[config.mk]
export PLATFORM = sky130hd
export DESIGN_NAME = strongly_connected_components
export DESIGN_NICKNAME = d
export VERILOG_FILES = /design/src/rtl/scc_pkg.sv /design/src/rtl/strongly_connected_components.sv
export SDC_FILE = /design/constraint.sdc
export NUM_CORES = 2
export LEC_CHECK = 0
export ABC_AREA = 1
export BUFFER_PORTS_ARGS = -buffer_cell sky130_fd_sc_hd__buf_2
export CORE_MARGIN = 2
export CORE_UTILIZATION = 30
export DETAILED_ROUTE_END_ITERATION = 10
export PLACE_DENSITY_LB_ADDON = 0.25
export SLEW_MARGIN = 20
export SYNTH_ARGS = -nofsm -noshare
export SYNTH_HDL_FRONTEND = slang
export SYNTH_MEMORY_MAX_BITS = 65536
export SYNTH_SLANG_ARGS = --single-unit
[constraint.sdc]
create_clock -name i_clk -period 11.2 [get_ports i_clk]
set_input_delay 1.12 -clock i_clk [delete_from_list [all_inputs] [get_ports i_clk]]
set_output_delay 1.12 -clock i_clk [all_outputs]
set_load 0.01 [all_outputs]
[src/rtl/scc_pkg.sv]
// shared types and constants for the strongly connected components block
// no dependencies; used by strongly_connected_components
`default_nettype none
package scc_pkg;

    localparam int MAX_VERTICES_DEF = 64;
    localparam int MAX_EDGES_DEF    = 256;
    localparam int VTX_W            = 6;
    localparam int CNT_W            = 7;
    localparam int KIND_W           = 2;

    localparam logic [KIND_W-1:0] KIND_ADD   = 2'd0;
    localparam logic [KIND_W-1:0] KIND_RUN   = 2'd1;
    localparam logic [KIND_W-1:0] KIND_CLEAR = 2'd2;

    typedef enum logic [3:0] {
        ST_IDLE,
        ST_P1_OUTER,
        ST_P2_OUTER,
        ST_P2_CHECK,
        ST_SCAN,
        ST_CHECK,
        ST_POP_LOAD,
        ST_FINISH
    } t_state;

endpackage
`default_nettype wire

[src/rtl/strongly_connected_components.sv]
// strongly connected components by kosaraju's method, one shared edge scanner
// depends on scc_pkg
// a run scans the edges of each stack frame in each of two passes
// throughput: one transaction at a time, busy stays high for the whole run
// results leave as one-cycle strobes; the receiver cannot stall
// reset: synchronous active low, clears edge count, overflow flag, visited marks,
// sets vertex_count to its maximum; edge memory holds no reset
`default_nettype none
module strongly_connected_components #(
    parameter int MAX_VERTICES = scc_pkg::MAX_VERTICES_DEF,
    parameter int MAX_EDGES    = scc_pkg::MAX_EDGES_DEF
) (
    input  wire                          i_clk,
    input  wire                          i_rst_n,
    input  wire                          i_start,
    output logic                         o_busy,
    input  wire  [scc_pkg::KIND_W-1:0]   i_kind,
    input  wire  [scc_pkg::VTX_W-1:0]    i_edge_source,
    input  wire  [scc_pkg::VTX_W-1:0]    i_edge_target,
    input  wire                          i_cfg_valid,
    output logic                         o_cfg_ready,
    input  wire  [scc_pkg::CNT_W-1:0]    i_cfg_data,
    output logic                         o_valid,
    output logic [scc_pkg::VTX_W-1:0]    o_vertex,
    output logic [scc_pkg::CNT_W-1:0]    o_component,
    output logic                         o_last,
    output logic                         o_edges_dropped
);

    localparam int VW = $clog2(MAX_VERTICES);
    localparam int CW = $clog2(MAX_VERTICES + 1);
    localparam int AW = (MAX_EDGES > 1) ? $clog2(MAX_EDGES) : 1;
    localparam int HW = $clog2(MAX_EDGES + 1);
    localparam int XW = scc_pkg::VTX_W;
    localparam int NW = scc_pkg::CNT_W;

    // memories
    logic [XW-1:0] m_from  [MAX_EDGES];
    logic [XW-1:0] m_to    [MAX_EDGES];
    logic [XW-1:0] m_fin   [MAX_VERTICES];
    logic [XW-1:0] m_stk_v [MAX_VERTICES];
    logic [HW-1:0] m_stk_c [MAX_VERTICES];

    scc_pkg::t_state r_state, n_state;
    logic [NW-1:0] r_vc;
    logic [HW-1:0] r_held, n_held;
    logic          r_ovf, n_ovf;
    logic [MAX_VERTICES-1:0] r_vis, n_vis;
    logic          r_rev, n_rev;
    logic [NW-1:0] r_i, n_i;
    logic [CW-1:0] r_fin, n_fin;
    logic [CW-1:0] r_k, n_k;
    logic [CW-1:0] r_sp, n_sp;
    logic [NW-1:0] r_comp, n_comp;
    logic [XW-1:0] r_cur_v, n_cur_v;
    logic [HW-1:0] r_cur_c, n_cur_c;
    logic          r_pend, n_pend;
    logic [XW-1:0] r_pend_v, n_pend_v;
    logic [NW-1:0] r_pend_c, n_pend_c;
    logic          r_ov, n_ov;
    logic [XW-1:0] r_ovtx, n_ovtx;
    logic [NW-1:0] r_ocomp, n_ocomp;
    logic          r_olast, n_olast;

    logic [XW-1:0] r_rd_from, r_rd_to, r_rd_fin, r_rd_sv;
    logic [HW-1:0] r_rd_sc;

    logic          w_edge_we, w_fin_we, w_stk_we;
    logic [CW-1:0] w_sp_m1, w_k_m1;
    logic          w_emit;
    logic [XW-1:0] w_emit_v;
    logic [NW-1:0] w_emit_c;
    logic          w_start_walk;
    logic [XW-1:0] w_start_v;
    logic          w_in_use, w_match;
    logic [XW-1:0] w_nb;
    logic [NW-1:0] w_cfg_v;

    assign w_sp_m1 = r_sp - CW'(1);
    assign w_k_m1  = r_k - CW'(1);

    // edge memory: append on add, registered read at the cursor
    always_ff @(posedge i_clk) begin
        if (w_edge_we) begin
            m_from[r_held[AW-1:0]] <= i_edge_source;
            m_to[r_held[AW-1:0]]   <= i_edge_target;
        end
        r_rd_from <= m_from[r_cur_c[AW-1:0]];
        r_rd_to   <= m_to[r_cur_c[AW-1:0]];
    end

    // finish list memory
    always_ff @(posedge i_clk) begin
        if (w_fin_we) begin
            m_fin[r_fin[VW-1:0]] <= r_cur_v;
        end
        r_rd_fin <= m_fin[w_k_m1[VW-1:0]];
    end

    // walk stack memory, top frame lives in r_cur_v / r_cur_c
    always_ff @(posedge i_clk) begin
        if (w_stk_we) begin
            m_stk_v[r_sp[VW-1:0]] <= r_cur_v;
            m_stk_c[r_sp[VW-1:0]] <= r_cur_c + HW'(1);
        end
        r_rd_sv <= m_stk_v[w_sp_m1[VW-1:0]];
        r_rd_sc <= m_stk_c[w_sp_m1[VW-1:0]];
    end

    // config clamp
    always_comb begin
        w_cfg_v = i_cfg_data;
        if (w_cfg_v == '0) begin
            w_cfg_v = NW'(1);
        end else if (w_cfg_v > NW'(MAX_VERTICES)) begin
            w_cfg_v = NW'(MAX_VERTICES);
        end
    end

    // control registers
    always_ff @(posedge i_clk) begin
        if (!i_rst_n) begin
            r_state <= scc_pkg::ST_IDLE;
            r_vc    <= NW'(MAX_VERTICES);
            r_held  <= '0;
            r_ovf   <= 1'b0;
            r_vis   <= '0;
            r_pend  <= 1'b0;
            r_ov    <= 1'b0;
        end else begin
            r_state <= n_state;
            r_held  <= n_held;
            r_ovf   <= n_ovf;
            r_vis   <= n_vis;
            r_pend  <= n_pend;
            r_ov    <= n_ov;
            if (i_cfg_valid && o_cfg_ready) begin
                r_vc <= w_cfg_v;
            end
        end
    end

    // datapath registers
    always_ff @(posedge i_clk) begin
        r_rev    <= n_rev;
        r_i      <= n_i;
        r_fin    <= n_fin;
        r_k      <= n_k;
        r_sp     <= n_sp;
        r_comp   <= n_comp;
        r_cur_v  <= n_cur_v;
        r_cur_c  <= n_cur_c;
        r_pend_v <= n_pend_v;
        r_pend_c <= n_pend_c;
        r_ovtx   <= n_ovtx;
        r_ocomp  <= n_ocomp;
        r_olast  <= n_olast;
    end

    // edge qualification for the current frame
    always_comb begin
        w_in_use = ({1'b0, r_rd_from} < r_vc) && ({1'b0, r_rd_to} < r_vc);
        w_match  = r_rev ? (r_rd_to == r_cur_v) : (r_rd_from == r_cur_v);
        w_nb     = r_rev ? r_rd_from : r_rd_to;
    end

    // sequencer
    always_comb begin
        n_state  = r_state;
        n_held   = r_held;
        n_ovf    = r_ovf;
        n_vis    = r_vis;
        n_rev    = r_rev;
        n_i      = r_i;
        n_fin    = r_fin;
        n_k      = r_k;
        n_sp     = r_sp;
        n_comp   = r_comp;
        n_cur_v  = r_cur_v;
        n_cur_c  = r_cur_c;
        n_pend   = r_pend;
        n_pend_v = r_pend_v;
        n_pend_c = r_pend_c;
        n_ov     = 1'b0;
        n_ovtx   = r_pend_v;
        n_ocomp  = r_pend_c;
        n_olast  = 1'b0;
        w_edge_we    = 1'b0;
        w_fin_we     = 1'b0;
        w_stk_we     = 1'b0;
        w_emit       = 1'b0;
        w_emit_v     = r_cur_v;
        w_emit_c     = r_comp;
        w_start_walk = 1'b0;
        w_start_v    = r_cur_v;

        case (r_state)
            scc_pkg::ST_IDLE: begin
                if (i_start) begin
                    case (i_kind)
                        scc_pkg::KIND_ADD: begin
                            if (r_held < HW'(MAX_EDGES)) begin
                                w_edge_we = 1'b1;
                                n_held    = r_held + HW'(1);
                            end else begin
                                n_ovf = 1'b1;
                            end
                        end
                        scc_pkg::KIND_CLEAR: begin
                            n_held = '0;
                            n_ovf  = 1'b0;
                        end
                        scc_pkg::KIND_RUN: begin
                            n_vis   = '0;
                            n_i     = '0;
                            n_fin   = '0;
                            n_comp  = '0;
                            n_rev   = 1'b0;
                            n_pend  = 1'b0;
                            n_state = scc_pkg::ST_P1_OUTER;
                        end
                        default: begin
                        end
                    endcase
                end
            end
            // first pass: roots in vertex order
            scc_pkg::ST_P1_OUTER: begin
                if (r_i == r_vc) begin
                    n_vis   = '0;
                    n_rev   = 1'b1;
                    n_k     = r_fin;
                    n_state = scc_pkg::ST_P2_OUTER;
                end else if (r_vis[r_i[VW-1:0]]) begin
                    n_i = r_i + NW'(1);
                end else begin
                    w_start_walk = 1'b1;
                    w_start_v    = XW'(r_i);
                end
            end
            // second pass: roots in reverse finish order
            scc_pkg::ST_P2_OUTER: begin
                if (r_k == '0) begin
                    n_state = scc_pkg::ST_FINISH;
                end else begin
                    n_state = scc_pkg::ST_P2_CHECK;
                end
            end
            scc_pkg::ST_P2_CHECK: begin
                n_k = w_k_m1;
                if (({1'b0, r_rd_fin} < r_vc) && !r_vis[r_rd_fin[VW-1:0]]) begin
                    n_comp       = r_comp + NW'(1);
                    w_start_walk = 1'b1;
                    w_start_v    = r_rd_fin;
                    w_emit_c     = r_comp + NW'(1);
                end else begin
                    n_state = scc_pkg::ST_P2_OUTER;
                end
            end
            // fetch next edge or pop the frame
            scc_pkg::ST_SCAN: begin
                if (r_cur_c < r_held) begin
                    n_state = scc_pkg::ST_CHECK;
                end else begin
                    if (!r_rev) begin
                        w_fin_we = 1'b1;
                        n_fin    = r_fin + CW'(1);
                    end
                    if (r_sp == '0) begin
                        n_state = r_rev ? scc_pkg::ST_P2_OUTER : scc_pkg::ST_P1_OUTER;
                    end else begin
                        n_state = scc_pkg::ST_POP_LOAD;
                    end
                end
            end
            scc_pkg::ST_CHECK: begin
                if (w_in_use && w_match && !r_vis[w_nb[VW-1:0]]) begin
                    w_stk_we             = 1'b1;
                    n_sp                 = r_sp + CW'(1);
                    n_vis[w_nb[VW-1:0]]  = 1'b1;
                    n_cur_v              = w_nb;
                    n_cur_c              = '0;
                    w_emit               = r_rev;
                    w_emit_v             = w_nb;
                end else begin
                    n_cur_c = r_cur_c + HW'(1);
                end
                n_state = scc_pkg::ST_SCAN;
            end
            scc_pkg::ST_POP_LOAD: begin
                n_cur_v = r_rd_sv;
                n_cur_c = r_rd_sc;
                n_sp    = w_sp_m1;
                n_state = scc_pkg::ST_SCAN;
            end
            // flush the held result as the last one
            scc_pkg::ST_FINISH: begin
                n_ov    = r_pend;
                n_olast = 1'b1;
                n_pend  = 1'b0;
                n_state = scc_pkg::ST_IDLE;
            end
            default: begin
                n_state = scc_pkg::ST_IDLE;
            end
        endcase

        // open a new walk at a root
        if (w_start_walk) begin
            n_vis[w_start_v[VW-1:0]] = 1'b1;
            n_cur_v  = w_start_v;
            n_cur_c  = '0;
            n_sp     = '0;
            w_emit   = r_rev;
            w_emit_v = w_start_v;
            n_state  = scc_pkg::ST_SCAN;
        end

        // hold one result back so the final one can carry last
        if (w_emit) begin
            n_ov     = r_pend;
            n_pend   = 1'b1;
            n_pend_v = w_emit_v;
            n_pend_c = w_emit_c;
        end
    end

    assign o_busy          = (r_state != scc_pkg::ST_IDLE);
    assign o_cfg_ready     = (r_state == scc_pkg::ST_IDLE);
    assign o_valid         = r_ov;
    assign o_vertex        = r_ovtx;
    assign o_component     = r_ocomp;
    assign o_last          = r_olast;
    assign o_edges_dropped = r_ovf;

endmodule
`default_nettype wire
# ---- After elaboration in Yosys (flattened, before gate mapping)
# Memories as Yosys holds them, arrays and structs flattened. A register that Yosys moved wholly into a read port is not among the register bits.
# Index checks and enable logic that the tools add are counted.
dict set report totals {
  n_memories 5
  output_inout_bits 18
  latch_bits 0
  word_cells 205
  regBits 165
  mem_bits_rw 4416
  rom_bits 0
}
dict set report op_classes {
  bitwise_logic 3
  add_sub_neg 8
  div_mod_pow 0
  muxes 91
  n_eq_ne 29
  n_lt_le_gt_ge 12
  n_shift 0
  multipliers 0
  reduce_logical 36
}
# name words width rd rd_ports_with_merged_regs wr line
set memory_table {}
lappend memory_table {m_from 256 6 1 1 1 strongly_connected_components.sv:38} ;# logic [XW-1:0] m_from [MAX_EDGES];
lappend memory_table {m_to 256 6 1 1 1 strongly_connected_components.sv:39} ;# logic [XW-1:0] m_to [MAX_EDGES];
lappend memory_table {m_stk_c 64 9 1 1 1 strongly_connected_components.sv:42} ;# logic [HW-1:0] m_stk_c [MAX_VERTICES];
lappend memory_table {m_fin 64 6 1 1 1 strongly_connected_components.sv:40} ;# logic [XW-1:0] m_fin [MAX_VERTICES];
lappend memory_table {m_stk_v 64 6 1 1 1 strongly_connected_components.sv:41} ;# logic [XW-1:0] m_stk_v [MAX_VERTICES];
# cell n
set op_table {}
lappend op_table {{$mux W64} 5}
lappend op_table {{$pmux W64 S3} 1}
lappend op_table {{$or A64 B64 Y64} 2}
lappend op_table {{$mux W7} 12}
lappend op_table {{$pmux W7 S2} 5}
lappend op_table {{$mux W6} 8}
lappend op_table {{$pmux W9 S2} 2}
lappend op_table {{$mux W1} 35}
lappend op_table {{$add A7 B1 Y7 const B} 4}
lappend op_table {{$lt A6 B7 Y1 const B} 4}
lappend op_table {{$pmux W4 S6} 1}
lappend op_table {{$pmux W6 S2} 2}
lappend op_table {{$logic_not A7 Y1} 3}
lappend op_table {{$lt A6 B7 Y1} 3}
lappend op_table {{$ne A2 B2 Y1 const B} 10}
lappend op_table {{$reduce_and A4 Y1} 5}
lappend op_table {{$add A9 B1 Y9 const B} 2}
lappend op_table {{$bmux W1 S6} 3}
lappend op_table {{$mux W9} 2}
lappend op_table {{$eq A4 B3 Y1 const B} 4}
lappend op_table {{$mux W4} 4}
lappend op_table {{$sub A7 B1 Y7 const B} 2}
lappend op_table {{$demux W1 S6} 2}
lappend op_table {{$eq A6 B6 Y1} 2}
lappend op_table {{28 further kinds} 56}

# ---- Longest topological paths before layout
dict set report depth {
  word_depth 12
  mapped_depth 24
  mapped_depth_nobuf 23
}

# ---- Least setup slack after synthesis
# No wires, ideal clock.
dict set report synth_timing {
  path_kind {register to register}
  from {reg r_cur_v[2]}
  to {mem m_stk_c[41][0] in the netlist's numbering, enable pin}
  arrival_ps 4404
  t_required_ps 10774
  path_slack_ps 6371
  period_less_slack_ps 4829
  stages_incl_launch_ff 12
  n_path_buf 1
  cell_sequence {edfxtp_1 > xor2_1 > nor2_1 > nand2_1 > nor3_1 > nand2_1 > nor2_1 > nand3_2 > inv_2 > nand2_1 > buf_4 > nor4_1}
}
dict set report synth_via {
  elab_chain_cells 8
  elab_cells_between_ends 9
  classes_between {eq/ne: 2; mux: 5; reduce/logical: 2}
}
# element line
set synth_lines {}
lappend synth_lines {{start, declared} strongly_connected_components.sv:55} ;# logic [XW-1:0] r_cur_v, n_cur_v;
lappend synth_lines {{start signal, assigned} strongly_connected_components.sv:151} ;# r_cur_v <= n_cur_v;
lappend synth_lines {{$eq A6 B6 Y1} strongly_connected_components.sv:163} ;# w_match = r_rev ? (r_rd_to == r_cur_v) : (r_rd_from == r_cur_v);
lappend synth_lines {{$mux W1 (*)} strongly_connected_components.sv:163}
lappend synth_lines {{$logic_and A1 B1 Y1 (*) (2 in series)} strongly_connected_components.sv:277} ;# if (w_in_use && w_match && !r_vis[w_nb[VW-1:0]]) begin
lappend synth_lines {{$mux W1 (*)} strongly_connected_components.sv:277}
lappend synth_lines {{$mux W1 (*)} strongly_connected_components.sv:197} ;# case (r_state)
lappend synth_lines {{$mux W1 (*)} strongly_connected_components.sv:102} ;# if (w_stk_we) begin
lappend synth_lines {{$mux W1 (not written as such) (*)} strongly_connected_components.sv:104} ;# m_stk_c[r_sp[VW-1:0]] <= r_cur_c + HW'(1);
lappend synth_lines {{end, declared} strongly_connected_components.sv:42}
# Mark *: on every way between the ends. The rest lies on a longest branch, timed or not.

==> run summary <==
Status = finished, final reports clean
Worst skew pair latency = 1.05 ns
Crit. End Element = flop
Setup TNS = 0 ns
Input/output buffers = 42
Setup Skew = 0.1283 ns
Multi-input gate area = 42900 sq um
Synthesized area = 184300 sq um
CTS tree = built
Ports = 43
Vias in the first global route = 114784
Total gr overflow = 0
Final nets = 14263
Reg-to-Reg End = r_rd_from[0]
Worst hold-check path type = flop to flop
Crit path DAT = 6.84 ns
Initial antenna violation count = 23
Post-Route WL = 601.9 mm
CP Max Fanout = 126
Final ANT Viol Nets = 0
Hold wc startpoint = n_ovtx[5]
Die width = 787.8 microns
CTS resizes = 0
Row count = 287
Worst IR drop on VDD = 0.0001949 V
Hold Crit Depth = 0
GP Congestion = 0.8991
Reg2Reg Depth = 12
Gr usage total = 18.55%
WL/cell = 26.47 microns
Worst Setup Path Type = flop to flop
Vias = 121165
Dpl hpwl = 341.0 mm
PD cells = 240.0 nW/um^2
Post-CTS Setup Bufs = 0
Internal reg-to-reg setup slack = 5.27 ns
Synth warn = 0
Fmax = 168.6 MHz
Drt pass-1 iters = 6
RSZ-0062 raised after global routing = false
Clock slew at reported path FFs = 0.06 ns
Filler cells = 59723
Leakage power = 65.95 nW
Most frequent cells in the layout = edfxtp_1 (4464), nor2_1 (2756), o21ai_0 (2367)
Syn Nets = 14392
Num CTS Buffers = 462
Layout cells sized above 1 = 9.297%
MaxCap Viol Count = 0
Initial Util = 30.14%
Sink Count = 4613
Leading area contributor after synthesis = edfxtp_1
Synth Register Bits = 4613
Worst Path Required = 12.11 ns
Ys flop type = edfxtp_1
Hold bufs inserted after CTS = 0
Core area = 611500 sq um
Sequential fraction of the synthesis area = 74.35%
Iter 0 DRT Violations = 14041
Synth unique cells = 56
Period minus WS final = 5.933 ns
Root Buffer = clkbuf_16
Async SR Flop Fraction = 0%
Setup violators final = 0
Hold Vio Cnt, Final = 0
Synth Instances = 14331
Largest net degree at the start of global routing = 162
Most common cell after layout, fill and taps aside = edfxtp_1
Die area = 620700 sq um
Reg2reg start = r_cur_c[0]
Max clock buf depth = 4
Startpoint Class = flop
Hold Path Sink = o_vertex[5]
FF/Latch Area = 137100 sq um
Top post-synthesis cells by area = edfxtp_1 (73%), o21ai_0 (6.4%), nor2_1 (5.9%)
Top-area cell type share of the netlist area = 72.73%
Mean post-synth cell area = 12.86 sq um
DR vias/cell = 5.330
Slew HR = 22.02%
Fraction of the cycle the final worst path needs = 52.97%
First-pass GRT wire length = 861.5 mm
H-Tree Level Count = 5
P&R area growth vs syn = 13.73%
Chip Height = 787.8 microns
Post-layout util = 34.28%
Remaining DRCs = 0
Post-synth EDFFs = 4464
Worst slew pin tran = 1.170 ns
Slew Viols, Final = 0
-- worst max-delay path: stages (launching register included) --
cell and delay (ns):
dfxtp_4 0.77, buf_12 0.54, buf_4 0.62, buf_4 0.63, o21ai_0 0.19, o22ai_1 0.29, nor2_1 0.08, o22ai_1 0.70
nor2_1 0.08, o311ai_0 0.82, nand2_1 0.36, o21ai_1 0.26, buf_6 0.20
-- flip-flops by register name, indices dropped and copies added (netlist names), 9 cells and up --
register and count:
m_fin 384, m_from 1536, m_stk_c 576, m_stk_v 384, m_to 1536, r_cur_c 9
r_held 9, r_rd_sc 9, r_vis 64
-- cell type report --
cell class	instances	share of cell area, %
Clock buffer	604	5.941
Antenna cell	35	0.04178
Clock inverter	265	1.119
Timing Repair Buffer	451	1.773
Tap cell	8092	4.830
Multi-Input combinational cell	8438	20.46
Sequential cell	4613	65.38
Inverter	236	0.4500
-- kinds of logic (layout without fill, tap and decap cells) --
family	after synthesis	count (layout)	share of synthesized area (%)
adder cells (fa/ha/maj)	36	36	0.2444
XOR/XNOR	29	29	0.1378
other	0	35	0
buffers and inverters	1280	1556	2.682
flip-flops	4613	4613	74.35
AO/OA/AOI/OAI	4256	4256	13.68
AND/OR/NAND/NOR	4117	4117	8.906
-- metrics by stage --
stage               cells  total power, mW  setup WS (ns)  hold WS, ns  cell area (sq um)
floorplan           14331            28.63          6.371       0.3233             184300
global placement    21825            35.22          4.133       0.3290             194400
detailed placement  21830            35.19          5.365       0.3395             194600
CTS                 22699            50.46          5.284       0.3293             209400
global route        22731            52.28          5.176       0.3693             209600
finish              22734            50.31          5.267       0.3519             209600
-- synthesized netlist by cell type (4+ instances only) --
cell	number
edfxtp_1	4464
nor2_1	2883
o21ai_0	2371
clkbuf_1	942
nand2_1	665
o221ai_1	601
o22ai_1	578
nand3_1	440
a21oi_1	319
o211ai_1	230
inv_1	203
dfxtp_1	149
a31oi_1	56
buf_1	48
nor3_1	43
a22oi_1	38
buf_2	36
ha_1	36
xor2_1	25
inv_2	22
nand4_1	21
nand3_2	17
o41ai_1	13
nor2_2	12
buf_4	11
clkinv_1	11
o21ai_1	10
o311ai_0	9
buf_6	7
o32ai_1	7
nor2_4	6
nor4_1	6
o31ai_1	6
and3_1	4
nand2_2	4
or2_2	4
xnor2_1	4
-- how the worst max path moves through the flow --
stage                     startpoint        endpoint
after floorplan           r_cur_v[2]  m_stk_c[41][0]
after global placement    r_cur_c[0]    r_rd_from[0]
after detailed placement  r_cur_c[0]    r_rd_from[0]
after CTS                 r_cur_c[0]    r_rd_from[0]
after global routing      r_cur_c[0]    r_rd_from[0]
final                     r_cur_c[0]    r_rd_from[0]
-- where the power goes --
part	internal (mW)	switching (mW)
clock	8.60	6.78
combinational	3.52	11.5
sequential	19.5	0.367
total	31.7	18.6
-- routing by layer --
layer	share of wire [%]	wire (microns)	up-vias	global-route usage, %
met1	44	265200	61794	26.78
met3	7.1	42440	823	2.542
met5	0.018	110	-	0
met2	45	273200	4809	28.83
li1	-	-	53733	-
met4	3.5	20920	6	6.072
Note: power is estimated with default switching activity, not from simulation.
